`src/rtl/iirbp_pkg.sv`:
```
// ============================================================================
// iirbp_pkg
// Shared types, constants, coefficient table, microcode ROM and saturation
// helpers for the four-section band-pass biquad cascade.
// ============================================================================
package iirbp_pkg;

    // Stream layout.
    localparam int SAMPLE_W   = 24;
    localparam int TS_W       = 32;
    localparam int NUM_FIELDS = 4;
    localparam int TDATA_W    = ((NUM_FIELDS * SAMPLE_W + TS_W + 7) / 8) * 8;

    // Configuration defaults and limits.
    localparam int DEFAULT_CHANNELS = 4;
    localparam int DEFAULT_SECTIONS = 4;
    localparam int TABLE_IDX_W      = 2;

    // Fixed-point formats.
    localparam int SAMPLE_FRAC = 16;
    localparam int DELAY_W     = 48;
    localparam int COEF_W      = 33;
    localparam int COEF_FRAC   = 30;
    localparam int HALF_W      = 24;
    localparam int PROD_W      = COEF_W + HALF_W + 1;
    localparam int PACC_W      = PROD_W + HALF_W;
    localparam int ACC_W       = PACC_W - COEF_FRAC;

    // Microcode program counter width.
    localparam int PC_W = 5;

    typedef enum logic [2:0] {
        COEF_B0,
        COEF_B1,
        COEF_B2,
        COEF_A1,
        COEF_A2
    } coef_sel_t;

    typedef enum logic [1:0] {
        OPND_D0,
        OPND_D1,
        OPND_W
    } opnd_t;

    typedef enum logic {
        HALF_LO,
        HALF_HI
    } half_t;

    typedef enum logic [1:0] {
        PACC_HOLD,
        PACC_LOAD,
        PACC_ADD
    } pacc_op_t;

    typedef enum logic [2:0] {
        ACC_HOLD,
        ACC_LOAD_X,
        ACC_SUB,
        ACC_ADD,
        ACC_SAT_W
    } acc_op_t;

    typedef enum logic [1:0] {
        X_HOLD,
        X_LOAD_SAMPLE,
        X_LOAD_ACC
    } x_op_t;

    typedef enum logic [2:0] {
        JMP_NEXT,
        JMP_WAIT_IN,
        JMP_SEC_LOOP,
        JMP_CH_LOOP,
        JMP_WAIT_OUT,
        JMP_ALWAYS
    } jump_t;

    // Program steps. One biquad section runs from ST_SEC_START to ST_SEC_END.
    typedef enum logic [PC_W-1:0] {
        ST_IDLE,
        ST_CH_START,
        ST_SEC_START,
        ST_A1_LO,
        ST_A1_HI,
        ST_A2_LO,
        ST_A2_HI,
        ST_B1_LO,
        ST_B1_HI,
        ST_B2_LO,
        ST_B2_HI,
        ST_B0_LO,
        ST_B0_HI,
        ST_ACC_B2,
        ST_GAP,
        ST_ACC_B0,
        ST_SEC_END,
        ST_CH_END,
        ST_DONE
    } pc_step_t;

    // One horizontal control word.
    typedef struct packed {
        coef_sel_t coef;
        opnd_t     opnd;
        half_t     half;
        pacc_op_t  pacc_op;
        acc_op_t   acc_op;
        x_op_t     x_op;
        logic      mem_wr;
        logic      res_wr;
        jump_t     jump;
        pc_step_t  target;
    } ucode_t;

    // Section coefficients in Q2.30.
    function automatic logic signed [COEF_W-1:0] coef_q30(
        input logic [TABLE_IDX_W-1:0] sec,
        input coef_sel_t              sel
    );
        logic signed [COEF_W-1:0] c;
        c = '0;
        case ({sec, sel})
            {2'd0, COEF_B0}: c = 33'sd67539375;
            {2'd0, COEF_B1}: c = 33'sd135078751;
            {2'd0, COEF_B2}: c = 33'sd67539375;
            {2'd0, COEF_A1}: c = -33'sd211719354;
            {2'd0, COEF_A2}: c = 33'sd55256442;
            {2'd1, COEF_B0}: c = 33'sd1073741824;
            {2'd1, COEF_B1}: c = 33'sd2147483648;
            {2'd1, COEF_B2}: c = 33'sd1073741824;
            {2'd1, COEF_A1}: c = -33'sd253752311;
            {2'd1, COEF_A2}: c = 33'sd498571053;
            {2'd2, COEF_B0}: c = 33'sd1073741824;
            {2'd2, COEF_B1}: c = -33'sd2147483648;
            {2'd2, COEF_B2}: c = 33'sd1073741824;
            {2'd2, COEF_A1}: c = -33'sd2084270169;
            {2'd2, COEF_A2}: c = 33'sd1011625438;
            {2'd3, COEF_B0}: c = 33'sd1073741824;
            {2'd3, COEF_B1}: c = -33'sd2147483648;
            {2'd3, COEF_B2}: c = 33'sd1073741824;
            {2'd3, COEF_A1}: c = -33'sd2121585641;
            {2'd3, COEF_A2}: c = 33'sd1048901911;
            default:         c = '0;
        endcase
        return c;
    endfunction

    // Microcode ROM. Each product takes a low and a high pass through the
    // shared multiplier; its rounded value passes through the product register,
    // the product accumulator and the rounding register to the accumulator.
    function automatic ucode_t ucode(input pc_step_t pc);
        ucode_t w;
        w = '0;
        unique case (pc)
            ST_IDLE: begin
                w.jump = JMP_WAIT_IN;
            end
            ST_CH_START: begin
                w.x_op = X_LOAD_SAMPLE;
            end
            ST_SEC_START: begin
                w.acc_op = ACC_LOAD_X;
            end
            ST_A1_LO: begin
                w.coef = COEF_A1;
                w.opnd = OPND_D0;
                w.half = HALF_LO;
            end
            ST_A1_HI: begin
                w.coef    = COEF_A1;
                w.opnd    = OPND_D0;
                w.half    = HALF_HI;
                w.pacc_op = PACC_LOAD;
            end
            ST_A2_LO: begin
                w.coef    = COEF_A2;
                w.opnd    = OPND_D1;
                w.half    = HALF_LO;
                w.pacc_op = PACC_ADD;
            end
            ST_A2_HI: begin
                w.coef    = COEF_A2;
                w.opnd    = OPND_D1;
                w.half    = HALF_HI;
                w.pacc_op = PACC_LOAD;
            end
            ST_B1_LO: begin
                w.coef    = COEF_B1;
                w.opnd    = OPND_D0;
                w.half    = HALF_LO;
                w.pacc_op = PACC_ADD;
                w.acc_op  = ACC_SUB;
            end
            ST_B1_HI: begin
                w.coef    = COEF_B1;
                w.opnd    = OPND_D0;
                w.half    = HALF_HI;
                w.pacc_op = PACC_LOAD;
            end
            ST_B2_LO: begin
                w.coef    = COEF_B2;
                w.opnd    = OPND_D1;
                w.half    = HALF_LO;
                w.pacc_op = PACC_ADD;
                w.acc_op  = ACC_SUB;
            end
            ST_B2_HI: begin
                w.coef    = COEF_B2;
                w.opnd    = OPND_D1;
                w.half    = HALF_HI;
                w.pacc_op = PACC_LOAD;
                w.acc_op  = ACC_SAT_W;
            end
            ST_B0_LO: begin
                w.coef    = COEF_B0;
                w.opnd    = OPND_W;
                w.half    = HALF_LO;
                w.pacc_op = PACC_ADD;
                w.acc_op  = ACC_ADD;
                w.mem_wr  = 1'b1;
            end
            ST_B0_HI: begin
                w.coef    = COEF_B0;
                w.opnd    = OPND_W;
                w.half    = HALF_HI;
                w.pacc_op = PACC_LOAD;
            end
            ST_ACC_B2: begin
                w.pacc_op = PACC_ADD;
                w.acc_op  = ACC_ADD;
            end
            ST_GAP: begin
                w.jump = JMP_NEXT;
            end
            ST_ACC_B0: begin
                w.acc_op = ACC_ADD;
            end
            ST_SEC_END: begin
                w.x_op   = X_LOAD_ACC;
                w.jump   = JMP_SEC_LOOP;
                w.target = ST_SEC_START;
            end
            ST_CH_END: begin
                w.res_wr = 1'b1;
                w.jump   = JMP_CH_LOOP;
                w.target = ST_CH_START;
            end
            ST_DONE: begin
                w.jump   = JMP_WAIT_OUT;
                w.target = ST_IDLE;
            end
            default: begin
                w.jump   = JMP_ALWAYS;
                w.target = ST_IDLE;
            end
        endcase
        return w;
    endfunction

    // Saturate an accumulator value to a signed 48-bit delay word.
    function automatic logic signed [DELAY_W-1:0] sat_delay(
        input logic signed [ACC_W-1:0] v
    );
        logic [ACC_W-DELAY_W:0] top;
        top = v[ACC_W-1:DELAY_W-1];
        if (top == '0 || top == '1) begin
            return v[DELAY_W-1:0];
        end else if (v[ACC_W-1]) begin
            return {1'b1, {(DELAY_W-1){1'b0}}};
        end else begin
            return {1'b0, {(DELAY_W-1){1'b1}}};
        end
    endfunction

    // Round a Q.16 cascade output half up to an integer and saturate to 24 bits.
    function automatic logic signed [SAMPLE_W-1:0] round_out(
        input logic signed [DELAY_W-1:0] v
    );
        logic [DELAY_W:0]                     t;
        logic [DELAY_W-SAMPLE_FRAC:0]         q;
        logic [DELAY_W-SAMPLE_FRAC-SAMPLE_W+1:0] top;
        t   = {v[DELAY_W-1], v}
            + {{(DELAY_W-SAMPLE_FRAC+1){1'b0}}, 1'b1, {(SAMPLE_FRAC-1){1'b0}}};
        q   = t[DELAY_W:SAMPLE_FRAC];
        top = q[DELAY_W-SAMPLE_FRAC:SAMPLE_W-1];
        if (top == '0 || top == '1) begin
            return q[SAMPLE_W-1:0];
        end else if (q[DELAY_W-SAMPLE_FRAC]) begin
            return {1'b1, {(SAMPLE_W-1){1'b0}}};
        end else begin
            return {1'b0, {(SAMPLE_W-1){1'b1}}};
        end
    endfunction

endpackage

```
`src/rtl/iirbp_sequencer.sv`:
```
// ============================================================================
// iirbp_sequencer
// Microcode sequencer: program counter, microcode ROM lookup, and the
// section, channel and delay-row loop counters with their conditional jumps.
// ============================================================================
module iirbp_sequencer #(
    parameter int CHANNELS = iirbp_pkg::DEFAULT_CHANNELS,
    parameter int SECTIONS = iirbp_pkg::DEFAULT_SECTIONS,
    localparam int ROWS    = CHANNELS * SECTIONS,
    localparam int CH_W    = (CHANNELS > 1) ? $clog2(CHANNELS) : 1,
    localparam int SEC_W   = (SECTIONS > 1) ? $clog2(SECTIONS) : 1,
    localparam int ROW_W   = (ROWS > 1) ? $clog2(ROWS) : 1
) (
    input  logic                 aclk,
    input  logic                 aresetn,
    input  logic                 in_valid,
    input  logic                 out_free,
    output iirbp_pkg::ucode_t    ctrl,
    output logic [CH_W-1:0]      ch,
    output logic [SEC_W-1:0]     sec,
    output logic [ROW_W-1:0]     row
);

    iirbp_pkg::pc_step_t pc_reg, pc_next, pc_inc;
    logic [CH_W-1:0]     ch_reg, ch_next;
    logic [SEC_W-1:0]    sec_reg, sec_next;
    logic [ROW_W-1:0]    row_reg, row_next;

    // Control word for the current step.
    assign ctrl   = iirbp_pkg::ucode(pc_reg);
    assign pc_inc = iirbp_pkg::pc_step_t'(iirbp_pkg::PC_W'(pc_reg + 1'b1));
    assign ch     = ch_reg;
    assign sec    = sec_reg;
    assign row    = row_reg;

    // Sequencer registers.
    always_ff @(posedge aclk) begin
        if (!aresetn) begin
            pc_reg  <= iirbp_pkg::ST_IDLE;
            ch_reg  <= '0;
            sec_reg <= '0;
            row_reg <= '0;
        end else begin
            pc_reg  <= pc_next;
            ch_reg  <= ch_next;
            sec_reg <= sec_next;
            row_reg <= row_next;
        end
    end

    // Next step and loop counters.
    always_comb begin
        pc_next  = pc_reg;
        ch_next  = ch_reg;
        sec_next = sec_reg;
        row_next = row_reg;
        unique case (ctrl.jump)
            iirbp_pkg::JMP_NEXT: begin
                pc_next = pc_inc;
            end
            iirbp_pkg::JMP_WAIT_IN: begin
                if (in_valid) begin
                    pc_next = pc_inc;
                end
            end
            iirbp_pkg::JMP_SEC_LOOP: begin
                // Delay rows are laid out channel-major, so the row simply
                // advances once per section.
                if (row_reg == ROW_W'(ROWS - 1)) begin
                    row_next = '0;
                end else begin
                    row_next = row_reg + 1'b1;
                end
                if (sec_reg != SEC_W'(SECTIONS - 1)) begin
                    sec_next = sec_reg + 1'b1;
                    pc_next  = ctrl.target;
                end else begin
                    sec_next = '0;
                    pc_next  = pc_inc;
                end
            end
            iirbp_pkg::JMP_CH_LOOP: begin
                if (ch_reg != CH_W'(CHANNELS - 1)) begin
                    ch_next = ch_reg + 1'b1;
                    pc_next = ctrl.target;
                end else begin
                    ch_next = '0;
                    pc_next = pc_inc;
                end
            end
            iirbp_pkg::JMP_WAIT_OUT: begin
                if (out_free) begin
                    pc_next = ctrl.target;
                end
            end
            iirbp_pkg::JMP_ALWAYS: begin
                pc_next = ctrl.target;
            end
            default: begin
                pc_next = iirbp_pkg::ST_IDLE;
            end
        endcase
    end

endmodule

```
`src/rtl/iirbp_datapath.sv`:
```
// ============================================================================
// iirbp_datapath
// Shared multiply-accumulate datapath: one 33x25 multiplier used in two
// passes per product, a product accumulator with Q2.30 rounding, the section
// accumulator, and the delay-word row memory.
// ============================================================================
module iirbp_datapath #(
    parameter int CHANNELS = iirbp_pkg::DEFAULT_CHANNELS,
    parameter int SECTIONS = iirbp_pkg::DEFAULT_SECTIONS,
    localparam int ROWS    = CHANNELS * SECTIONS,
    localparam int SEC_W   = (SECTIONS > 1) ? $clog2(SECTIONS) : 1,
    localparam int ROW_W   = (ROWS > 1) ? $clog2(ROWS) : 1
) (
    input  logic                                    aclk,
    input  logic                                    aresetn,
    input  iirbp_pkg::ucode_t                       ctrl,
    input  logic [SEC_W-1:0]                        sec,
    input  logic [ROW_W-1:0]                        row,
    input  logic signed [iirbp_pkg::SAMPLE_W-1:0]   sample,
    output logic signed [iirbp_pkg::SAMPLE_W-1:0]   result
);

    localparam int DELAY_W   = iirbp_pkg::DELAY_W;
    localparam int HALF_W    = iirbp_pkg::HALF_W;
    localparam int PROD_W    = iirbp_pkg::PROD_W;
    localparam int PACC_W    = iirbp_pkg::PACC_W;
    localparam int ACC_W     = iirbp_pkg::ACC_W;
    localparam int SAMPLE_W  = iirbp_pkg::SAMPLE_W;
    localparam int FRAC      = iirbp_pkg::SAMPLE_FRAC;
    localparam int ROW_DW    = 2 * DELAY_W;
    localparam logic [PACC_W-1:0] RND_BIAS = PACC_W'(1) << (iirbp_pkg::COEF_FRAC - 1);

    logic signed [iirbp_pkg::COEF_W-1:0] coef;
    logic signed [DELAY_W-1:0]           d0, d1, opnd;
    logic signed [HALF_W:0]              opnd_half;
    logic signed [PROD_W-1:0]            prod_reg, prod_next;
    logic signed [PACC_W-1:0]            pacc_reg, pacc_next;
    logic [PACC_W-1:0]                   rnd_sum;
    logic signed [ACC_W-1:0]             rnd_reg, rnd_next;
    logic signed [ACC_W-1:0]             acc_reg, acc_next;
    logic signed [DELAY_W-1:0]           x_reg, x_next;
    logic signed [DELAY_W-1:0]           w_reg, w_next;
    logic [ROW_DW-1:0]                   rd_reg;
    logic [ROW_DW-1:0]                   row_mem [ROWS];
    logic [ROWS-1:0]                     valid_reg;

    // Delay words of the current row: d0 is w[n-1], d1 is w[n-2].
    assign d0 = rd_reg[DELAY_W-1:0];
    assign d1 = rd_reg[ROW_DW-1:DELAY_W];

    // Multiplier operands.
    assign coef = iirbp_pkg::coef_q30(iirbp_pkg::TABLE_IDX_W'(sec), ctrl.coef);

    always_comb begin
        unique case (ctrl.opnd)
            iirbp_pkg::OPND_D0: opnd = d0;
            iirbp_pkg::OPND_D1: opnd = d1;
            iirbp_pkg::OPND_W:  opnd = w_reg;
            default:            opnd = d0;
        endcase
        // The low half is unsigned, the high half carries the sign.
        if (ctrl.half == iirbp_pkg::HALF_HI) begin
            opnd_half = {opnd[DELAY_W-1], opnd[DELAY_W-1:HALF_W]};
        end else begin
            opnd_half = {1'b0, opnd[HALF_W-1:0]};
        end
    end

    assign prod_next = coef * opnd_half;

    // Product accumulator: low partial product, then the high one shifted up.
    always_comb begin
        case (ctrl.pacc_op)
            iirbp_pkg::PACC_LOAD: pacc_next = {{HALF_W{prod_reg[PROD_W-1]}}, prod_reg};
            iirbp_pkg::PACC_ADD:  pacc_next = pacc_reg + {prod_reg, {HALF_W{1'b0}}};
            default:              pacc_next = pacc_reg;
        endcase
    end

    // Round half up from Q.46 back to Q.16.
    assign rnd_sum  = pacc_reg + RND_BIAS;
    assign rnd_next = rnd_sum[PACC_W-1:iirbp_pkg::COEF_FRAC];

    // Section accumulator, feedback word and section input.
    always_comb begin
        acc_next = acc_reg;
        w_next   = w_reg;
        x_next   = x_reg;
        case (ctrl.acc_op)
            iirbp_pkg::ACC_LOAD_X: acc_next = {{(ACC_W-DELAY_W){x_reg[DELAY_W-1]}}, x_reg};
            iirbp_pkg::ACC_SUB:    acc_next = acc_reg - rnd_reg;
            iirbp_pkg::ACC_ADD:    acc_next = acc_reg + rnd_reg;
            iirbp_pkg::ACC_SAT_W: begin
                w_next   = iirbp_pkg::sat_delay(acc_reg);
                acc_next = '0;
            end
            default:               acc_next = acc_reg;
        endcase
        case (ctrl.x_op)
            iirbp_pkg::X_LOAD_SAMPLE: begin
                x_next = {{(DELAY_W-SAMPLE_W-FRAC){sample[SAMPLE_W-1]}}, sample,
                          {FRAC{1'b0}}};
            end
            iirbp_pkg::X_LOAD_ACC:    x_next = iirbp_pkg::sat_delay(acc_reg);
            default:                  x_next = x_reg;
        endcase
    end

    // Datapath registers.
    always_ff @(posedge aclk) begin
        prod_reg <= prod_next;
        pacc_reg <= pacc_next;
        rnd_reg  <= rnd_next;
        acc_reg  <= acc_next;
        x_reg    <= x_next;
        w_reg    <= w_next;
    end

    // Delay row memory: the new row is {old d0, w}.
    always_ff @(posedge aclk) begin
        if (ctrl.mem_wr) begin
            row_mem[row] <= {d0, w_reg};
        end
        rd_reg <= valid_reg[row] ? row_mem[row] : '0;
    end

    // Rows never written since reset read as zero.
    always_ff @(posedge aclk) begin
        if (!aresetn) begin
            valid_reg <= '0;
        end else if (ctrl.mem_wr) begin
            valid_reg[row] <= 1'b1;
        end
    end

    assign result = iirbp_pkg::round_out(x_reg);

endmodule

```
`src/rtl/iir_bandpass_biquad_cascade_top.sv`:
```
// ============================================================================
// iir_bandpass_biquad_cascade_top
// The microcode program runs 15 steps per section on one shared multiplier, and a
// new input word is taken only once the previous one has been through every
// channel and section and its results have moved to the output register.
// A finished word waits in the output register while the next one is taken.
// Reset clears the sequencer and the delay-row valid bits; all delay words
// then read as zero, with no clearing pass.
// ============================================================================
module iir_bandpass_biquad_cascade_top #(
    parameter int CHANNELS = iirbp_pkg::DEFAULT_CHANNELS,
    parameter int SECTIONS = iirbp_pkg::DEFAULT_SECTIONS
) (
    input  logic                           aclk,
    input  logic                           aresetn,
    input  logic                           s_axis_tvalid,
    output logic                           s_axis_tready,
    // sample_ch0, sample_ch1, sample_ch2, sample_ch3, time_stamp
    input  logic [iirbp_pkg::TDATA_W-1:0]  s_axis_tdata,
    input  logic                           s_axis_tlast,
    output logic                           m_axis_tvalid,
    input  logic                           m_axis_tready,
    // filtered_ch0, filtered_ch1, filtered_ch2, filtered_ch3, out_time_stamp
    output logic [iirbp_pkg::TDATA_W-1:0]  m_axis_tdata,
    output logic                           m_axis_tlast
);

    localparam int NF       = iirbp_pkg::NUM_FIELDS;
    localparam int SAMPLE_W = iirbp_pkg::SAMPLE_W;
    localparam int TS_W     = iirbp_pkg::TS_W;
    localparam int TS_LSB   = NF * SAMPLE_W;
    localparam int FILT_CH  = (CHANNELS < NF) ? CHANNELS : NF;
    localparam int ROWS     = FILT_CH * SECTIONS;
    localparam int CH_W     = (FILT_CH > 1) ? $clog2(FILT_CH) : 1;
    localparam int SEC_W    = (SECTIONS > 1) ? $clog2(SECTIONS) : 1;
    localparam int ROW_W    = (ROWS > 1) ? $clog2(ROWS) : 1;

    iirbp_pkg::ucode_t           ctrl;
    logic [CH_W-1:0]             ch;
    logic [SEC_W-1:0]            sec;
    logic [ROW_W-1:0]            row;
    logic                        in_fire;
    logic                        out_free;
    logic                        out_load;
    logic signed [SAMPLE_W-1:0]  dp_result;

    logic signed [SAMPLE_W-1:0]  in_sample_reg  [FILT_CH];
    logic [TS_W-1:0]             in_ts_reg;
    logic                        in_last_reg;
    logic signed [SAMPLE_W-1:0]  res_reg        [FILT_CH];
    logic signed [SAMPLE_W-1:0]  out_sample_reg [FILT_CH];
    logic [TS_W-1:0]             out_ts_reg;
    logic                        out_last_reg;
    logic                        m_valid_reg;

    // Handshake decode.
    assign s_axis_tready = (ctrl.jump == iirbp_pkg::JMP_WAIT_IN);
    assign in_fire       = s_axis_tvalid && s_axis_tready;
    assign out_free      = !m_valid_reg || m_axis_tready;
    assign out_load      = (ctrl.jump == iirbp_pkg::JMP_WAIT_OUT) && out_free;

    iirbp_sequencer #(
        .CHANNELS (FILT_CH),
        .SECTIONS (SECTIONS)
    ) u_seq (
        .aclk     (aclk),
        .aresetn  (aresetn),
        .in_valid (s_axis_tvalid),
        .out_free (out_free),
        .ctrl     (ctrl),
        .ch       (ch),
        .sec      (sec),
        .row      (row)
    );

    iirbp_datapath #(
        .CHANNELS (FILT_CH),
        .SECTIONS (SECTIONS)
    ) u_dp (
        .aclk     (aclk),
        .aresetn  (aresetn),
        .ctrl     (ctrl),
        .sec      (sec),
        .row      (row),
        .sample   (in_sample_reg[ch]),
        .result   (dp_result)
    );

    // Input word capture.
    always_ff @(posedge aclk) begin
        if (in_fire) begin
            for (int i = 0; i < FILT_CH; i++) begin
                in_sample_reg[i] <= s_axis_tdata[i*SAMPLE_W +: SAMPLE_W];
            end
            in_ts_reg   <= s_axis_tdata[TS_LSB +: TS_W];
            in_last_reg <= s_axis_tlast;
        end
    end

    // Per-channel results, then the output register.
    always_ff @(posedge aclk) begin
        if (ctrl.res_wr) begin
            res_reg[ch] <= dp_result;
        end
        if (out_load) begin
            out_sample_reg <= res_reg;
            out_ts_reg     <= in_ts_reg;
            out_last_reg   <= in_last_reg;
        end
    end

    // Output valid.
    always_ff @(posedge aclk) begin
        if (!aresetn) begin
            m_valid_reg <= 1'b0;
        end else if (out_load) begin
            m_valid_reg <= 1'b1;
        end else if (m_axis_tready) begin
            m_valid_reg <= 1'b0;
        end
    end

    // Output packing; channels that are not built read zero.
    for (genvar i = 0; i < NF; i++) begin : g_out
        if (i < FILT_CH) begin : g_used
            assign m_axis_tdata[i*SAMPLE_W +: SAMPLE_W] = out_sample_reg[i];
        end else begin : g_zero
            assign m_axis_tdata[i*SAMPLE_W +: SAMPLE_W] = '0;
        end
    end

    assign m_axis_tdata[TS_LSB +: TS_W] = out_ts_reg;
    if (iirbp_pkg::TDATA_W > TS_LSB + TS_W) begin : g_pad
        assign m_axis_tdata[iirbp_pkg::TDATA_W-1:TS_LSB+TS_W] = '0;
    end
    assign m_axis_tlast  = out_last_reg;
    assign m_axis_tvalid = m_valid_reg;

endmodule
```
`config.mk`:
```
export PLATFORM = sky130hd
export DESIGN_NAME = iir_bandpass_biquad_cascade_top
export DESIGN_NICKNAME = d
export VERILOG_FILES = /design/src/rtl/iirbp_pkg.sv /design/src/rtl/iirbp_sequencer.sv /design/src/rtl/iirbp_datapath.sv /design/src/rtl/iir_bandpass_biquad_cascade_top.sv
export SDC_FILE = /design/constraint.sdc
export NUM_CORES = 2
export LEC_CHECK = 0
export ABC_AREA = 1
export ABC_CLOCK_PERIOD_IN_PS = 26200
export BUFFER_PORTS_ARGS = -buffer_cell sky130_fd_sc_hd__buf_2
export CAP_MARGIN = 20
export CELL_PAD_IN_SITES_DETAIL_PLACEMENT = 0
export CELL_PAD_IN_SITES_GLOBAL_PLACEMENT = 2
export CORE_UTILIZATION = 34
export CTS_CLUSTER_SIZE = 12
export DETAILED_ROUTE_END_ITERATION = 12
export HOLD_SLACK_MARGIN = 0.1
export PLACE_DENSITY = 0.76
export SETUP_SLACK_MARGIN = 0.4
export SLEW_MARGIN = 20
export SYNTH_ARGS = -nofsm -noshare
export SYNTH_HDL_FRONTEND = slang
export SYNTH_SLANG_ARGS = --single-unit
```
`constraint.sdc`:
```
create_clock -name aclk -period 26.2 [get_ports aclk]
set_input_delay 1.31 -clock aclk [delete_from_list [all_inputs] [get_ports aclk]]
set_output_delay 1.31 -clock aclk [all_outputs]
set_load 0.05 [all_outputs]
```
==> results.cfg <==
[sta]
fin_hold_ws_ns = 0.3991
slew_violations = 34
tightest_slew_ns = 1.593
fin_crit_sh_pct = 41.89
max_slew_margin_pct = -6.179
fin_worst_skew_ns = 0.06095
rsz0062_at_grt = false
finalCriticalPeriod_ns = 10.97
fmax_mhz = 91.13
setup_viol = 0
hold_viol_final = 0
setup_tns_ns = 0

[setup_path]
r2r_start = u_seq.pc_reg[0]
rr_endpoint = u_dp.prod_reg[41]
r2r_setup_slack_ns = 15.23
crit_start = u_seq.pc_reg[0]
cp-endpoint = u_dp.prod_reg[41]
worstSetupPathType = reg -> reg
endpoint_kind = flip-flop
worstPathRequired_ns = 26.95
cp_num_cells = 35
cp_slowest_stage_delay_ns = 0.92
path_max_fanout = 51
crit_arrival_ns = 11.72
worst-path-buf-inv = 12
cp_common_cell = inv_1
ff2ff_path_depth = 35
crit_slowest_cell = o21ai_4
cp-start-kind = flip-flop
path_delay_family = adder cells

[synth]
async_reset_ff_share_pct = 0
yosysTopAreaCell = edfxtp_1
syn_inst = 12530
ys_top_cells_by_area = edfxtp_1 49%, fa_1 13%, nand2_1 6.9%
synth_commonest_cells = 2354 x nand2_1, 2096 x edfxtp_1, 1941 x nor2_1
seq_area_frac_synth_pct = 52.80
synth_edf_count = 2096
yosys_warnings = 0
synth_cell_types = 53
ys_ff_latch = 2334
synth_most_common_cell = nand2_1
yosys.area.top_type_share_pct = 49.09
synth_area_um2 = 128200
syn_avg_cell_area_um2 = 10.23
ys.flop_type = edfxtp_1
syn_nets = 13790

[cts]
cts_tree = done
htreeDepth = 5
cts_resized = 0
clock_sinks = 2334
hold_buffers = 0
cts_made_buffers = 271
clk_pin_slew_worst_paths_ns = 0.06
cts-root-to-sink-buffers = 4
clock_latency_ns = 0.92
cts-root-buf = clkbuf_16
cts_setup_buffers = 0

[placement]
hpwl_um = 320800
port_buffers = 263
place.gp.congestion = 0.9520

[min_path]
hold_path_class = reg -> reg

[drt]
first_iter_violations = 8460
vias_per_cell = 5.166
via_count = 92590
wire_per_inst_um = 25.90
antenna_left = 0
drc = 0
routed_wl_um = 464200
firstDrtPassIters = 6

[power]
leakage_nw = 57.69
vdd_drop_max_v = 0.00004621
p_int_mw = 6.402
combPwrFrac_pct = 7.4
clock_power_share_pct = 43.7
switching_share_pct = 24.81
p_sw_mw = 2.113
powerDensity_nw_per_um2 = 59.10
pwr-share-seq_pct = 48.9

[cells_and_area]
top_register = u_dp.row_mem
fin_nets = 13970
largest_register_ffs = 1536
area.growth.synth_to_final_pct = 12.35
n_fill_cell = 37370
final_layout_size_suffix_gt1_share_pct = 7.538

[run_status]
status = complete, but fails checks
failed_checks = max-slew violations

[global_routing]
grtUsageTotal_pct = 24.16
antenna_found_initial = 26
grt_pass1_wl_um = 669000
grt_max_degree = 177
grt_pass1_vias = 91730
overflow = 0

[floorplanning]
start_util_pct = 34.14
design.core.area_um2 = 375500
die_y_um = 616.1
die_area_um2 = 379600
die_width_um = 616.1
io-pin-count = 264
rows = 225

[flow_run]
drv_cap = 0
==> final cells by class <==
cell class	instances	area, um2	area share (%)
Sequential cell	2334	67710	47.00
Inverter	1533	5781	4.012
Timing Repair Buffer	425	2670	1.853
Antenna cell	7	17.52	0.01216
Clock buffer	394	7725	5.362
Clock inverter	99	1011	0.7018
Multi-Input combinational cell	8137	52900	36.72
Tap cell	4994	6248	4.337
==> layout by cell type (no fill, tap or decap), types with 29 or more instances in the layout <==
cell,instances
xnor2_1,72
nor2_1,1915
a21oi_1,264
dfxtp_1,236
clkinv_1,32
a41oi_1,96
o21ai_0,1040
o21bai_1,33
nand3_1,292
nand4_1,78
clkbuf_16,280
clkbuf_1,85
inv_2,34
buf_2,263
o22ai_1,390
ha_1,283
buf_4,151
nor3_1,74
inv_1,1488
nor2_4,31
edfxtp_1,2096
clkbuf_8,29
xor2_1,125
a31oi_1,36
nand2_1,2351
fa_1,844
==> kinds of logic after synthesis <==
| kind of cell | count (synthesis) | synth area share [%] |
|---|---|---|
| AO/OA/AOI/OAI | 1990 | 8.814 |
| XOR/XNOR | 198 | 1.352 |
| adder cells (fa/ha/maj) | 1130 | 15.97 |
| buffers and inverters | 2060 | 6.236 |
| flip-flops | 2334 | 52.80 |
| AND/OR/NAND/NOR | 4819 | 14.83 |
==> per-layer routing <==
| layer | vias up | wire [um] | GRT usage (%) |
|---|---|---|---|
| met2 | 3156 | 217000 | 39.47 |
| met3 | 728 | 31490 | 4.039 |
| li1 | 42030 | - | - |
| met4 | 14 | 17510 | 8.152 |
| met1 | 46670 | 198100 | 32.55 |
| met5 | - | 115 | 0 |
==> power groups by stage <==
stage	sequential (mW)	combinational (mW)	clock [mW]
floorplan	4.19	0.363	0
detailed placement	4.23	0.619	0
global placement	4.24	0.625	0
CTS	4.16	0.627	3.79
finish	4.16	0.631	3.72
global route	4.16	0.687	3.93
==> through the flow <==
step | setup WS (ns) | util, % | total power [mW] | std cells | instance area (um2)
after detailed placement | 15.46 | 36.03 | 4.852 | 17420 | 135300
after CTS | 15.37 | 38.36 | 8.574 | 17920 | 144000
final | 15.23 | 38.36 | 8.514 | 17920 | 144100
after floorplan | 17.75 | - | 4.554 | 12530 | 128200
after global placement | 15.41 | 36.03 | 4.860 | 17420 | 135300
after global routing | 14.94 | 38.36 | 8.772 | 17920 | 144100
==> worst min-delay path by stage <==
stage	slack [ns]	cells after the start	end	from
floorplan	0.40	0	m_axis_tdata[0]	res_reg[72]
global placement	0.40	0	out_ts_reg[0]	in_ts_reg[0]
detailed placement	0.40	0	m_axis_tdata[11]	res_reg[83]
CTS	0.40	0	out_ts_reg[1]	in_ts_reg[1]
global route	0.41	0	m_axis_tdata[8]	res_reg[80]
finish	0.40	0	out_ts_reg[1]	in_ts_reg[1]
Power figures use the tool's default switching activity.
